### src/rtl/alb_pkg.sv
// ----------------------------------------------------------------------------
// alb_pkg
// Shared widths, constants and lookup tables for the log brightness pipeline.
// ----------------------------------------------------------------------------
package alb_pkg;

   localparam int CompWidth   = 19;
   localparam int CountWidth  = 8;
   localparam int MagWidth    = 8;
   localparam int SumWidth    = 16;
   localparam int MsbWidth    = 4;
   localparam int FracBits    = 6;
   localparam int LogWidth    = 10;
   localparam int CorrWidth   = 9;
   localparam int BrightWidth = 8;
   localparam int MagShift    = 10;
   localparam int TableLen    = 64;
   localparam int LogFloor    = 32;
   localparam int ExpCap      = 1023;
   localparam int ReqDataWidth = 48;
   localparam int RspDataWidth = 8;

   // Fraction of log2(1 + i/64), six bits
   localparam logic [FracBits-1:0] LOG_MANT [TableLen] = '{
      6'd0,  6'd1,  6'd3,  6'd4,  6'd6,  6'd7,  6'd8,  6'd10,
      6'd11, 6'd12, 6'd13, 6'd15, 6'd16, 6'd17, 6'd18, 6'd19,
      6'd21, 6'd22, 6'd23, 6'd24, 6'd25, 6'd26, 6'd27, 6'd28,
      6'd29, 6'd30, 6'd31, 6'd32, 6'd34, 6'd35, 6'd35, 6'd36,
      6'd37, 6'd38, 6'd39, 6'd40, 6'd41, 6'd42, 6'd43, 6'd44,
      6'd45, 6'd46, 6'd47, 6'd47, 6'd48, 6'd49, 6'd50, 6'd51,
      6'd52, 6'd52, 6'd53, 6'd54, 6'd55, 6'd56, 6'd56, 6'd57,
      6'd58, 6'd59, 6'd60, 6'd60, 6'd61, 6'd62, 6'd63, 6'd63
   };

   // 64 * 2^(i/64), seven bits
   localparam logic [6:0] EXP_MANT [TableLen] = '{
      7'd64,  7'd65,  7'd65,  7'd66,  7'd67,  7'd68,  7'd68,  7'd69,
      7'd70,  7'd71,  7'd71,  7'd72,  7'd73,  7'd74,  7'd74,  7'd75,
      7'd76,  7'd77,  7'd78,  7'd79,  7'd79,  7'd80,  7'd81,  7'd82,
      7'd83,  7'd84,  7'd85,  7'd86,  7'd87,  7'd88,  7'd89,  7'd90,
      7'd91,  7'd91,  7'd92,  7'd93,  7'd95,  7'd96,  7'd97,  7'd98,
      7'd99,  7'd100, 7'd101, 7'd102, 7'd103, 7'd104, 7'd105, 7'd106,
      7'd108, 7'd109, 7'd110, 7'd111, 7'd112, 7'd114, 7'd115, 7'd116,
      7'd117, 7'd119, 7'd120, 7'd121, 7'd123, 7'd124, 7'd125, 7'd127
   };

   // Log-domain correction indexed by cycle count minus one
   localparam logic [CorrWidth-1:0] CYCLE_CORR [TableLen] = '{
      9'd384, 9'd320, 9'd283, 9'd256, 9'd235, 9'd219, 9'd204, 9'd192,
      9'd181, 9'd171, 9'd163, 9'd155, 9'd147, 9'd140, 9'd134, 9'd128,
      9'd122, 9'd117, 9'd112, 9'd107, 9'd103, 9'd99,  9'd94,  9'd91,
      9'd87,  9'd83,  9'd80,  9'd76,  9'd73,  9'd70,  9'd67,  9'd64,
      9'd61,  9'd58,  9'd56,  9'd53,  9'd51,  9'd48,  9'd46,  9'd43,
      9'd41,  9'd39,  9'd37,  9'd35,  9'd33,  9'd30,  9'd29,  9'd27,
      9'd25,  9'd23,  9'd21,  9'd19,  9'd17,  9'd16,  9'd14,  9'd12,
      9'd11,  9'd9,   9'd8,   9'd6,   9'd4,   9'd3,   9'd1,   9'd0
   };

   // Leading-one position and normalised mantissa index of the sum of squares
   typedef struct packed {
      logic [MsbWidth-1:0] msb;
      logic [FracBits-1:0] idx;
   } lod_type;

endpackage

### src/rtl/alb_mag.sv
// ----------------------------------------------------------------------------
// alb_mag
// Magnitude of a signed component, scaled down and saturated to eight bits.
// ----------------------------------------------------------------------------
module alb_mag (
   input  logic signed [alb_pkg::CompWidth-1:0] comp,
   output logic        [alb_pkg::MagWidth-1:0]  mag
);

   logic [alb_pkg::CompWidth-1:0]                    abs_val;
   logic [alb_pkg::CompWidth-alb_pkg::MagShift-1:0]  scaled;

   always_comb begin
      abs_val = comp[alb_pkg::CompWidth-1] ? (~comp + 1'b1) : comp;
      scaled  = abs_val[alb_pkg::CompWidth-1:alb_pkg::MagShift];
      // saturate the single out-of-range case (most negative input)
      if (scaled[alb_pkg::CompWidth-alb_pkg::MagShift-1]) begin
         mag = '1;
      end else begin
         mag = scaled[alb_pkg::MagWidth-1:0];
      end
   end

endmodule

### src/rtl/alb_sqsum.sv
// ----------------------------------------------------------------------------
// alb_sqsum
// Square both magnitudes, halve each square and add.
// ----------------------------------------------------------------------------
module alb_sqsum (
   input  logic [alb_pkg::MagWidth-1:0] mag_s,
   input  logic [alb_pkg::MagWidth-1:0] mag_c,
   output logic [alb_pkg::SumWidth-1:0] sum
);

   logic [2*alb_pkg::MagWidth-1:0] sq_s;
   logic [2*alb_pkg::MagWidth-1:0] sq_c;

   always_comb begin
      sq_s = mag_s * mag_s;
      sq_c = mag_c * mag_c;
      sum  = alb_pkg::SumWidth'(sq_s >> 1) + alb_pkg::SumWidth'(sq_c >> 1);
   end

endmodule

### src/rtl/alb_lod.sv
// ----------------------------------------------------------------------------
// alb_lod
// Leading-one detect and normalise: position of the top bit and the six bits
// below it.
// ----------------------------------------------------------------------------
module alb_lod (
   input  logic [alb_pkg::SumWidth-1:0] sum,
   output alb_pkg::lod_type             lod
);

   logic [alb_pkg::MsbWidth-1:0] msb;
   logic [alb_pkg::SumWidth-1:0] norm;

   always_comb begin
      msb = '0;
      for (int i = 0; i < alb_pkg::SumWidth; i++) begin
         if (sum[i]) begin
            msb = alb_pkg::MsbWidth'(i);
         end
      end
      // align the leading one with the top bit; the index sits just below it
      norm    = sum << (alb_pkg::MsbWidth'(alb_pkg::SumWidth - 1) - msb);
      lod.msb = msb;
      lod.idx = norm[alb_pkg::SumWidth-2 -: alb_pkg::FracBits];
   end

endmodule

### src/rtl/alb_exp2.sv
// ----------------------------------------------------------------------------
// alb_exp2
// Map a six-fraction-bit log value back through the exp2 table and a shift,
// saturating to eight bits; an item that is not live gives zero.
// ----------------------------------------------------------------------------
module alb_exp2 (
   input  logic [alb_pkg::LogWidth-1:0]    log_val,
   input  logic                            live,
   output logic [alb_pkg::BrightWidth-1:0] bright
);

   logic [alb_pkg::LogWidth-alb_pkg::FracBits-1:0] sh;
   logic [6:0]                                     mant;
   logic [alb_pkg::SumWidth-1:0]                   wide;

   always_comb begin
      sh   = log_val[alb_pkg::LogWidth-1:alb_pkg::FracBits];
      mant = alb_pkg::EXP_MANT[log_val[alb_pkg::FracBits-1:0]];
      wide = '0;
      if (!live) begin
         bright = '0;
      end else if (sh >= alb_pkg::FracBits) begin
         wide = alb_pkg::SumWidth'(mant) << (sh - 4'(alb_pkg::FracBits));
         if (wide[alb_pkg::SumWidth-1:alb_pkg::BrightWidth] != '0) begin
            bright = '1;
         end else begin
            bright = wide[alb_pkg::BrightWidth-1:0];
         end
      end else begin
         bright = alb_pkg::BrightWidth'(mant >> (4'(alb_pkg::FracBits) - sh));
      end
   end

endmodule

### src/rtl/alb_corr.sv
// ----------------------------------------------------------------------------
// alb_corr
// Build the log from the leading-one result, halve it, add the cycle-count
// correction and remove the floor.
// ----------------------------------------------------------------------------
module alb_corr (
   input  alb_pkg::lod_type                lod,
   input  logic                            n_ok,
   input  logic [alb_pkg::FracBits-1:0]    cidx,
   output logic [alb_pkg::LogWidth-1:0]    log_val,
   output logic                            live
);

   logic [alb_pkg::LogWidth-1:0] lg;
   logic [alb_pkg::LogWidth:0]   half;
   logic [alb_pkg::LogWidth:0]   corr;
   logic [alb_pkg::LogWidth:0]   floored;

   always_comb begin
      lg      = {lod.msb, alb_pkg::LOG_MANT[lod.idx]};
      half    = (alb_pkg::LogWidth+1)'((lg + 11'(alb_pkg::TableLen)) >> 1);
      corr    = half + (alb_pkg::LogWidth+1)'(alb_pkg::CYCLE_CORR[cidx]);
      floored = corr - 11'(alb_pkg::LogFloor);
      // drop the item when the count is out of range, the log is zero or
      // the corrected log does not clear the floor
      live    = n_ok && (lg != '0) && (corr > 11'(alb_pkg::LogFloor));
      if (floored > 11'(alb_pkg::ExpCap)) begin
         log_val = alb_pkg::LogWidth'(alb_pkg::ExpCap);
      end else begin
         log_val = floored[alb_pkg::LogWidth-1:0];
      end
   end

endmodule

### src/rtl/amplitude_to_log_brightness.sv
// ----------------------------------------------------------------------------
// amplitude_to_log_brightness
// Quadrature amplitude to log-compressed LED brightness, five-stage pipeline.
// ----------------------------------------------------------------------------
// Usage:
//   Input beats arrive on the req_ stream (tvalid/tready/tdata) and carry the
//   signed sine and cosine components and the filter cycle count. Each beat
//   yields exactly one brightness beat on the rsp_ stream, in order.
//   The five register stages are magnitude, square-sum, leading-one detect,
//   log correction and exp2 output register. Throughput is one beat per
//   cycle while the receiver keeps rsp_tready high.
//   Each stage holds a valid bit and advances when it is empty or when the
//   stage after it advances, so bubbles close up and a stalled receiver
//   backs the pipeline up stage by stage without losing or repeating a beat;
//   req_tready drops only once all five stages are full and rsp_tready is low.
//   Reset clears every valid bit; the block is then empty and ready, and no
//   beat is in flight. The block keeps no state between beats.
//   A cycle count of zero or above 64, a sum of squares of zero or one, and
//   a corrected log at or below the floor all give a brightness of zero.
// ----------------------------------------------------------------------------
module amplitude_to_log_brightness (
   input  logic                                 clock,
   input  logic                                 reset,
   // req_tdata: [18:0] sine_component, [37:19] cosine_component,
   //            [45:38] cycle_count, [47:46] zero
   input  logic                                 req_tvalid,
   output logic                                 req_tready,
   input  logic [alb_pkg::ReqDataWidth-1:0]     req_tdata,
   // rsp_tdata: [7:0] brightness
   output logic                                 rsp_tvalid,
   input  logic                                 rsp_tready,
   output logic [alb_pkg::RspDataWidth-1:0]     rsp_tdata
);

   localparam int NumStages = 5;

   // Unpack the input beat
   logic signed [alb_pkg::CompWidth-1:0]  sine_component;
   logic signed [alb_pkg::CompWidth-1:0]  cosine_component;
   logic        [alb_pkg::CountWidth-1:0] cycle_count;

   assign sine_component   = req_tdata[alb_pkg::CompWidth-1:0];
   assign cosine_component = req_tdata[2*alb_pkg::CompWidth-1:alb_pkg::CompWidth];
   assign cycle_count      = req_tdata[2*alb_pkg::CompWidth +: alb_pkg::CountWidth];

   // Stage control
   logic [NumStages-1:0] vld_ff;
   logic [NumStages-1:0] vld_in;
   logic [NumStages-1:0] adv;

   always_comb begin
      adv[NumStages-1] = !vld_ff[NumStages-1] || rsp_tready;
      for (int i = NumStages - 2; i >= 0; i--) begin
         adv[i] = !vld_ff[i] || adv[i+1];
      end
      vld_in[0] = adv[0] ? req_tvalid : vld_ff[0];
      for (int i = 1; i < NumStages; i++) begin
         vld_in[i] = adv[i] ? vld_ff[i-1] : vld_ff[i];
      end
   end

   always_ff @(posedge clock) begin
      if (reset) begin
         vld_ff <= '0;
      end else begin
         vld_ff <= vld_in;
      end
   end

   assign req_tready = adv[0];
   assign rsp_tvalid = vld_ff[NumStages-1];

   // Stage 1: scaled magnitudes, range check on the cycle count
   logic [alb_pkg::MagWidth-1:0] mag_s_in, mag_c_in;
   logic [alb_pkg::MagWidth-1:0] mag_s_ff, mag_c_ff;
   logic                         n_ok_in;
   logic [alb_pkg::FracBits-1:0] cidx_in;
   logic                         n_ok1_ff, n_ok2_ff, n_ok3_ff;
   logic [alb_pkg::FracBits-1:0] cidx1_ff, cidx2_ff, cidx3_ff;

   alb_mag u_mag_s (
      .comp (sine_component),
      .mag  (mag_s_in)
   );

   alb_mag u_mag_c (
      .comp (cosine_component),
      .mag  (mag_c_in)
   );

   assign n_ok_in = (cycle_count != '0) &&
                    (cycle_count <= alb_pkg::CountWidth'(alb_pkg::TableLen));
   assign cidx_in = alb_pkg::FracBits'(cycle_count - 1'b1);

   always_ff @(posedge clock) begin
      if (adv[0]) begin
         mag_s_ff <= mag_s_in;
         mag_c_ff <= mag_c_in;
         n_ok1_ff <= n_ok_in;
         cidx1_ff <= cidx_in;
      end
   end

   // Stage 2: halved squares added
   logic [alb_pkg::SumWidth-1:0] sum_in, sum_ff;

   alb_sqsum u_sqsum (
      .mag_s (mag_s_ff),
      .mag_c (mag_c_ff),
      .sum   (sum_in)
   );

   always_ff @(posedge clock) begin
      if (adv[1]) begin
         sum_ff   <= sum_in;
         n_ok2_ff <= n_ok1_ff;
         cidx2_ff <= cidx1_ff;
      end
   end

   // Stage 3: leading-one position and mantissa index
   alb_pkg::lod_type lod_in, lod_ff;

   alb_lod u_lod (
      .sum (sum_ff),
      .lod (lod_in)
   );

   always_ff @(posedge clock) begin
      if (adv[2]) begin
         lod_ff   <= lod_in;
         n_ok3_ff <= n_ok2_ff;
         cidx3_ff <= cidx2_ff;
      end
   end

   // Stage 4: log, halving, cycle-count correction, floor
   logic [alb_pkg::LogWidth-1:0] log_in, log_ff;
   logic                         live_in, live_ff;

   alb_corr u_corr (
      .lod     (lod_ff),
      .n_ok    (n_ok3_ff),
      .cidx    (cidx3_ff),
      .log_val (log_in),
      .live    (live_in)
   );

   always_ff @(posedge clock) begin
      if (adv[3]) begin
         log_ff  <= log_in;
         live_ff <= live_in;
      end
   end

   // Stage 5: exp2 back to brightness, held in the output register
   logic [alb_pkg::BrightWidth-1:0] bright_in, bright_ff;

   alb_exp2 u_exp2 (
      .log_val (log_ff),
      .live    (live_ff),
      .bright  (bright_in)
   );

   always_ff @(posedge clock) begin
      if (adv[4]) begin
         bright_ff <= bright_in;
      end
   end

   assign rsp_tdata = bright_ff;

endmodule
### config.mk
export PLATFORM = sky130hd
export DESIGN_NAME = amplitude_to_log_brightness
export DESIGN_NICKNAME = d
export VERILOG_FILES = /design/src/rtl/alb_pkg.sv /design/src/rtl/alb_mag.sv /design/src/rtl/alb_sqsum.sv /design/src/rtl/alb_lod.sv /design/src/rtl/alb_exp2.sv /design/src/rtl/alb_corr.sv /design/src/rtl/amplitude_to_log_brightness.sv
export SDC_FILE = /design/constraint.sdc
export NUM_CORES = 1
export LEC_CHECK = 0
export BUFFER_PORTS_ARGS = -buffer_cell sky130_fd_sc_hd__buf_2
export CAP_MARGIN = 20
export CORE_MARGIN = 2
export CORE_UTILIZATION = 62
export DETAILED_ROUTE_END_ITERATION = 10
export MAX_ROUTING_LAYER = met4
export PLACE_DENSITY = 0.82
export RECOVER_POWER = 100
export REMOVE_ABC_BUFFERS = 1
export SLEW_MARGIN = 15
export SYNTH_ARGS = -nofsm -noshare
export SYNTH_HDL_FRONTEND = slang
export SYNTH_SLANG_ARGS = --single-unit
### constraint.sdc
create_clock -name clock -period 6.4 [get_ports clock]
set_input_delay 0.96 -clock clock [delete_from_list [all_inputs] [get_ports clock]]
set_output_delay 0.96 -clock clock [all_outputs]
set_load 0.01 [all_outputs]
==> impl_metrics.csv <==
group,metric,value,unit
outcome,status,"finished with violations",
cts,cts-resized-gates,0,
synth,synth_cells,1245,
critical_path,crit_chain,"inv_1 -> nor2_1 -> fa_1 -> fa_1 -> inv_1 -> fa_1 -> fa_1 -> inv_1 -> ha_1 -> a21oi_1 -> a21oi_1 -> a311oi_1 -> nor2b_1 -> xnor2_1 -> ha_1 -> nor3_1 -> nand3_1 -> a31o_2 -> a21o_1 -> xor2_1",
route,ant_nets,0,
timing,setup_tns,0,ns
cts,clkLatencyLatePin,0.35,ns
cts,cts_tree,"yes",
timing,tightest_slew,1.508,ns
cts,cts_setup_buffers,0,
grt,grt_pass1_wl,37.92,mm
finish,layout_commonest_cell,"inv_1",
timing,final-setup-viol-count,0,
timing,fin_skew,0.005127,ns
synth,syn_area,10710,sq um
placement,portBuffers,59,
synth,synth_edf_count,81,
critical_path,path_buf_inv,3,
critical_path,crit_type,"flip-flop to flip-flop",
cts,cts_hold_buf,0,
critical_path,cpPeakStageDelay,0.57,ns
placement,place_hpwl,17.00,mm
critical_path,cp_common_cell,"fa_1",
die,die_h,135.4,microns
timing,drv_slew,26,
critical_path,path_max_fanout,8,
cts,clkTransAtPathRegs,0.06,ns
grt,antenna_found_initial,0,
timing,slew_headroom,-0.5655,%
worst_hold_path,min_path_type,"flip-flop to flip-flop",
cts,root_buffer,"clkbuf_16",
cts,cts_buffers,9,
worst_hold_path,holdPathStages,0,
critical_path,critPathLaunchType,"flip-flop",
timing,fin_crit_sh,90.91,%
grt,grt_pass1_vias,8454,
run,cap_viol_max_count,1,
route,drt_iter0_drc,605,
synth,synthFlopType,"edfxtp_1",
synth,async_reset_ff_share,0,%
die,dieWidth,135.4,microns
synth,yosysUniqueCellTypes,79,
die,pin_count,62,
critical_path,setup.worst_path.end_class,"flip-flop",
critical_path,ff2ff_path_depth,20,
critical_path,regToRegSetupSlack,0.58,ns
route,vias,8948,
timing,min_period,5.818,ns
die,core_region_area,17120,sq um
route,drc,0,
synth,yosysSeqAreaShare,23.65,%
finish,antenna_cells,0,
critical_path,critPathSlowestCell,"fa_1",
finish,layout.nets,1481,
synth,syn_area_per_cell,8.602,sq um
synth,ys_seq_elements,86,
critical_path,worstSetupPathDepth,20,
timing,grt_setup_unrepaired,"false",
timing,finalHoldViolations,0,
route,drt_pass1_iterations,7,
cts,cts_max_level,3,
grt,grt-ovfl-total,0,
synth,yosys_warnings,0,
timing,timing.fmax,171.9,MHz
cts,clock_sinks,86,
die,die-area,18340,sq um
placement,gp_congestion,0.9252,
die,rows,48,
outcome,violations,"capacitance limit, slew limit",
die,start_util,62.57,%
critical_path,crit_family,"adder cells",
finish,syn_to_final_growth,5.818,%
route,wl_per_cell,14.54,microns
critical_path,arrival,5.92,ns
cts,cts.path.max_buffers,2,
grt,grt_max_degree,27,
finish,mostFrequentLayoutCells,"125 x inv_1, 110 x nand2_1, 110 x ha_1",
critical_path,required,6.50,ns
route,drt_wl_total,21.79,mm
finish,drive_gt1_share,7.064,%
grt,grt_usage,25.83,%
route,via_per_inst,5.969,
cell families (layout without fill, tap and decap cells):
kind of cell / Yosys count / in the layout / share of synthesized area, %
muxes: 42 / 42 / 4.475
adders and majority gates: 160 / 160 / 22.20
xor gates and xnor gates: 76 / 76 / 6.216
AOI/OAI and AO/OA: 297 / 297 / 18.35
and+or+nand+nor: 407 / 407 / 18.67
buffers and inverters: 177 / 206 / 6.438
DFF: 86 / 86 / 23.65
synthesized netlist by cell type, types with 7 or more instances:
cell        n  area, sq um
a211oi_1   11        82.58
or3_1       8        50.05
nand2_1   110        412.9
ha_1      110         1376
fa_1       50         1001
and2_1     41        256.5
nor4_1     10        62.56
nor2b_1    19        118.9
edfxtp_1   81         2432
a221oi_1    7        61.31
clkbuf_1   37        138.9
xnor2_1    45        394.1
o211ai_1   13        97.59
mux2i_1    31        310.3
a21oi_1    78        390.4
and3_1     10        62.56
inv_1     125        469.2
o21a_1     14        105.1
nand2b_1   16        100.1
o21ai_0    65        325.3
nand3_1    31        155.2
xor2_1     31        271.5
a21o_1     16        120.1
a31oi_1    12        75.07
nor2_1    102        382.9
nor3_1     29        145.1
stage by stage:
stage / util [%] / setup WS (ns) / hold WS [ns] / cells / instance area, sq um
detailed placement: 64.85 / 0.5792 / 0.4045 / 1483 / 11100
floorplan: - / 1.094 / 0.4003 / 1196 / 10500
finish: 66.21 / 0.5818 / 0.4190 / 1499 / 11330
CTS: 66.50 / 0.5735 / 0.4201 / 1499 / 11380
global route: 66.21 / 0.07602 / 0.4263 / 1499 / 11330
global placement: 64.85 / 0.7587 / 0.4005 / 1483 / 11100
layout make-up:
class	instances	area, sq um
multi-input cells	982	7458
inverters	128	480.5
clock inverters	6	53.80
repair buffers	62	296.5
fillers	1406	5784
flip-flops and latches	86	2532
well taps	225	281.5
clock buffers	10	229.0
state kept, by name, summed over array words and instances (netlist names), 5 cells and up:
signal / cells
cidx1_ff: 6
cidx2_ff: 6
cidx3_ff: 6
lod_ff: 10
log_ff: 10
mag_c_ff: 8
mag_s_ff: 8
rsp_tdata: 8
sum_ff: 15
vld_ff: 5
routing by layer:
metal	vias to the layer above	part of all wire [%]	wire, microns	track usage, %
met5	-	0	0	-
met4	0	2.3	503	8.565
met3	42	3.6	790	3.143
met2	221	51	11100	44.87
met1	4212	43	9402	31.36
li1	4473	-	-	-
worst paths after layout:
kind                                   from     endpoint
worst max-delay path            mag_s_ff[5]   sum_ff[14]
worst min-delay path            cidx1_ff[2]  cidx2_ff[2]
worst max register to register  mag_s_ff[5]   sum_ff[14]
worst min register to register  cidx1_ff[2]  cidx2_ff[2]
Power is not shown: default switching activity piles up to over one toggle a cycle in this logic, so the estimate is an artifact.
